==> src/rtl/hcbp_ram.sv <==
// hcbp_ram: generic single-write, single-read ram with registered read
// no dependencies; holds the code table of the packer
`timescale 1ns / 1ps

module hcbp_ram #(
  parameter int unsigned WIDTH = 8,
  parameter int unsigned DEPTH = 16
) (
  input  logic                     clk_i,
  input  logic                     we_i,
  input  logic [$clog2(DEPTH)-1:0] waddr_i,
  input  logic [WIDTH-1:0]         wdata_i,
  input  logic                     re_i,
  input  logic [$clog2(DEPTH)-1:0] raddr_i,
  output logic [WIDTH-1:0]         rdata_o
);

  logic [WIDTH-1:0] mem_q [DEPTH];
  logic [WIDTH-1:0] rdata_q;

  always_ff @(posedge clk_i) begin
    if (we_i) begin
      mem_q[waddr_i] <= wdata_i;
    end
    if (re_i) begin
      rdata_q <= mem_q[raddr_i];
    end
  end

  assign rdata_o = rdata_q;

endmodule

==> config.mk <==
export PLATFORM = sky130hd
export DESIGN_NAME = hcbp_ram
export DESIGN_NICKNAME = d
export VERILOG_FILES = /design/src/rtl/hcbp_ram.sv
export SDC_FILE = /design/constraint.sdc
export NUM_CORES = 1
export LEC_CHECK = 0
export ABC_AREA = 1
export BUFFER_PORTS_ARGS = -buffer_cell sky130_fd_sc_hd__buf_2
export CAP_MARGIN = 20
export CORE_AREA = 8 8 171 125
export DETAILED_ROUTE_END_ITERATION = 8
export DIE_AREA = 0 0 179 133
export GPL_TIMING_DRIVEN = 0
export HOLD_SLACK_MARGIN = 0.05
export PLACE_DENSITY = 0.48
export SYNTH_ARGS = -nofsm -noshare
export SYNTH_HDL_FRONTEND = slang
export SYNTH_SLANG_ARGS = --single-unit
==> constraint.sdc <==
create_clock -name clk_i -period 2.35 [get_ports clk_i]
set_clock_uncertainty 0.1 [all_clocks]
set_input_delay 0.47 -clock clk_i [delete_from_list [all_inputs] [get_ports clk_i]]
set_output_delay 0.47 -clock clk_i [all_outputs]
set_load 0.05 [all_outputs]
==> flow_summary.toml <==
[run_status]
outcome = "completed"

[sta]
hold_viol = 0
setup_viol = 0
worst_pin_slew_ns = 0.960
final.setup.worst_slack_ns = 0.639
finalCritPeriodShare = 0.728
slew_violations = 0
min_period_ns = 1.71
grt_setup_unrepaired = "false"
relSlewSlack = 0.358
fin_setup_tns_ns = 0
timing.fmax_mhz = 585

[clock_network]
worstSkewPairLatency_ns = 0.42
ctsResizeCount = 0
cts-root-buf = "clkbuf_16"
post_cts_buffers = 0
path_clk_slew_ns = 0.06
hold_buffers = 0
cts_made_buffers = 17
cts_tree = "done"
clock-sinks = 136
cts_max_level = 4
cts_buffer_depth = 2

[drt]
avgViaCountPerCell = 4.61
firstDrtPassIters = 4
antenna_left = 0
post_drt_wl_per_cell_um = 18.3
first_iter_violations = 297
drc = 0
vias = 3913
wl_um = 15500

[setup_path]
cp-end-kind = "flop"
rr_startpoint = "mem_q[0][5]"
arrival_ns = 1.64
slowest_delay_ns = 0.79
required_ns = 2.28
critPathKind = "input pin to flop"
reg2reg_depth = 6
cp_top_family = "simple AND/OR/NAND/NOR gates"
critPathLaunch = "waddr_i[2]"
crit_chain = "buf_2 > nand3b_1 > nor2_1"
crit_slowest_cell = "nor2_1"
ff2ff_setup_slack_ns = 0.98
cp-start-kind = "input pin"
critPathBufInv = 1
crit_fanout = 8
crit_cells = 3

[grt]
antenna_found_initial = 0
grt_max_degree = 17
grt_pass1_vias = 3762
grt.overflow.total = 0
grt_usage = 0.135
grt_pass1_wl_um = 23200

[floorplan]
pin_count = 27
die_h_um = 133
die_w_um = 179
core_sq_um = 18600
initial_core_util = 0.315
die-area_sq_um = 23800
row_count = 42

[layout]
regArea_sq_um = 4080
antennaDiodeCount = 0
area.growth.synth_to_final_pct = 16.3
final_util = 0.367
nNetsFinal = 612
drive_above_1_share = 0.124
multi_input_area_sq_um = 1210
nFillCells = 1828

[flow_run]
maxCapViolations = 0

[hold_path]
hold_class = "input pin to flop"
hp-start = "re_i"
hold_path_depth = 1

[place]
pre_cts_ws_ns = 0.219
port_buffers = 23
dpl.hpwl_um = 10500
place.gp.congestion = 0.813

[logic_synthesis]
ys_top_cells_by_area = "edfxtp_1 (70%), nand2_1 (11%), nand3_1 (8.3%)"
yosys.cell_count.top_type = "nand2_1"
synth-edff-count = 136
syn_nets = 570
synth-async-reset-ratio = 0
synth_warnings = 0
synthTopCellsByCount = "nand2_1 (173), edfxtp_1 (136), inv_1 (100)"
synth_top_area_cell = "edfxtp_1"
yosys_most_used_dff = "edfxtp_1"
ys_types = 11
postSynthCellCount = 551
synth_top_area_frac = 0.698
seq_area_frac_synth = 0.698
synth_seq_cells = 136
netlist_area_sq_um = 5850
avgSynthCellArea_sq_um = 10.6

[pwr]
ir_drop_mv = 0.463
p_per_area_nw_per_um2 = 823
p_leak_nw = 2.88
power_mw = 5.60
-- placed cells by master (no fill, tap or decap), drive strengths merged --
cell type / n
nand2: 173
edfxtp: 136
inv: 103
nand3: 97
buf: 47
clkbuf: 18
nor2: 17
clkinv: 9
clkinvlp: 3
nand3b: 2
bufinv: 1
-- per-stage QoR --
stage          std cells  cell area (sq um)  hold WS (ns)
4_1_cts              848               6800         0.319
3_3_place_gp         816               6260         0.662
3_5_place_dp         816               6260         0.662
6_report             848               6800         0.322
5_1_grt              848               6800         0.319
2_1_floorplan        551               5850         0.469
-- path summary, 6_finish.rpt --
kind                 end
max          mem_q[8][7]
min           rdata_o[2]
max reg2reg   rdata_o[5]
min reg2reg   rdata_o[7]
-- flip-flops by register name, indices dropped and copies added (netlist names) --
name     count
mem_q      128
rdata_o      8
-- worst register-to-register path: cells and delay by family, from the launching register on --
kind          cells  cell delay, ns
buf+inv           1            0.06
flops             1            0.36
simple gates      5            0.59
-- routing by layer --
layer	GRT usage	wire [um]	vias to the layer above
li1	-	-	1870
met1	0.201	7880	1877
met2	0.184	6260	155
met3	0.0418	1270	11
met4	0.0394	105	0
met5	0	0	-
-- where the power goes --
group / internal, mW / switching (mW) / total, mW
combinational: 0.102 / 0.303 / 0.405
clock: 1.44 / 1.01 / 2.45
sequential: 2.73 / 0.0122 / 2.75
total: 4.27 / 1.32 / 5.60
-- cells by family after synthesis --
kind of cell	synth area share
flops	0.698
buf+inv	0.0939
simple gates	0.208
-- area by class of cell --
type | count | area share
buffer | 24 | 0.0245
clock buffer | 18 | 0.0631
clock inverter | 14 | 0.0160
inverter | 102 | 0.0563
multi-input combinational | 289 | 0.178
sequential | 136 | 0.600
tap | 242 | 0.0445
timing repair buffer | 23 | 0.0169
Note: power is estimated with default switching activity, not from simulation.
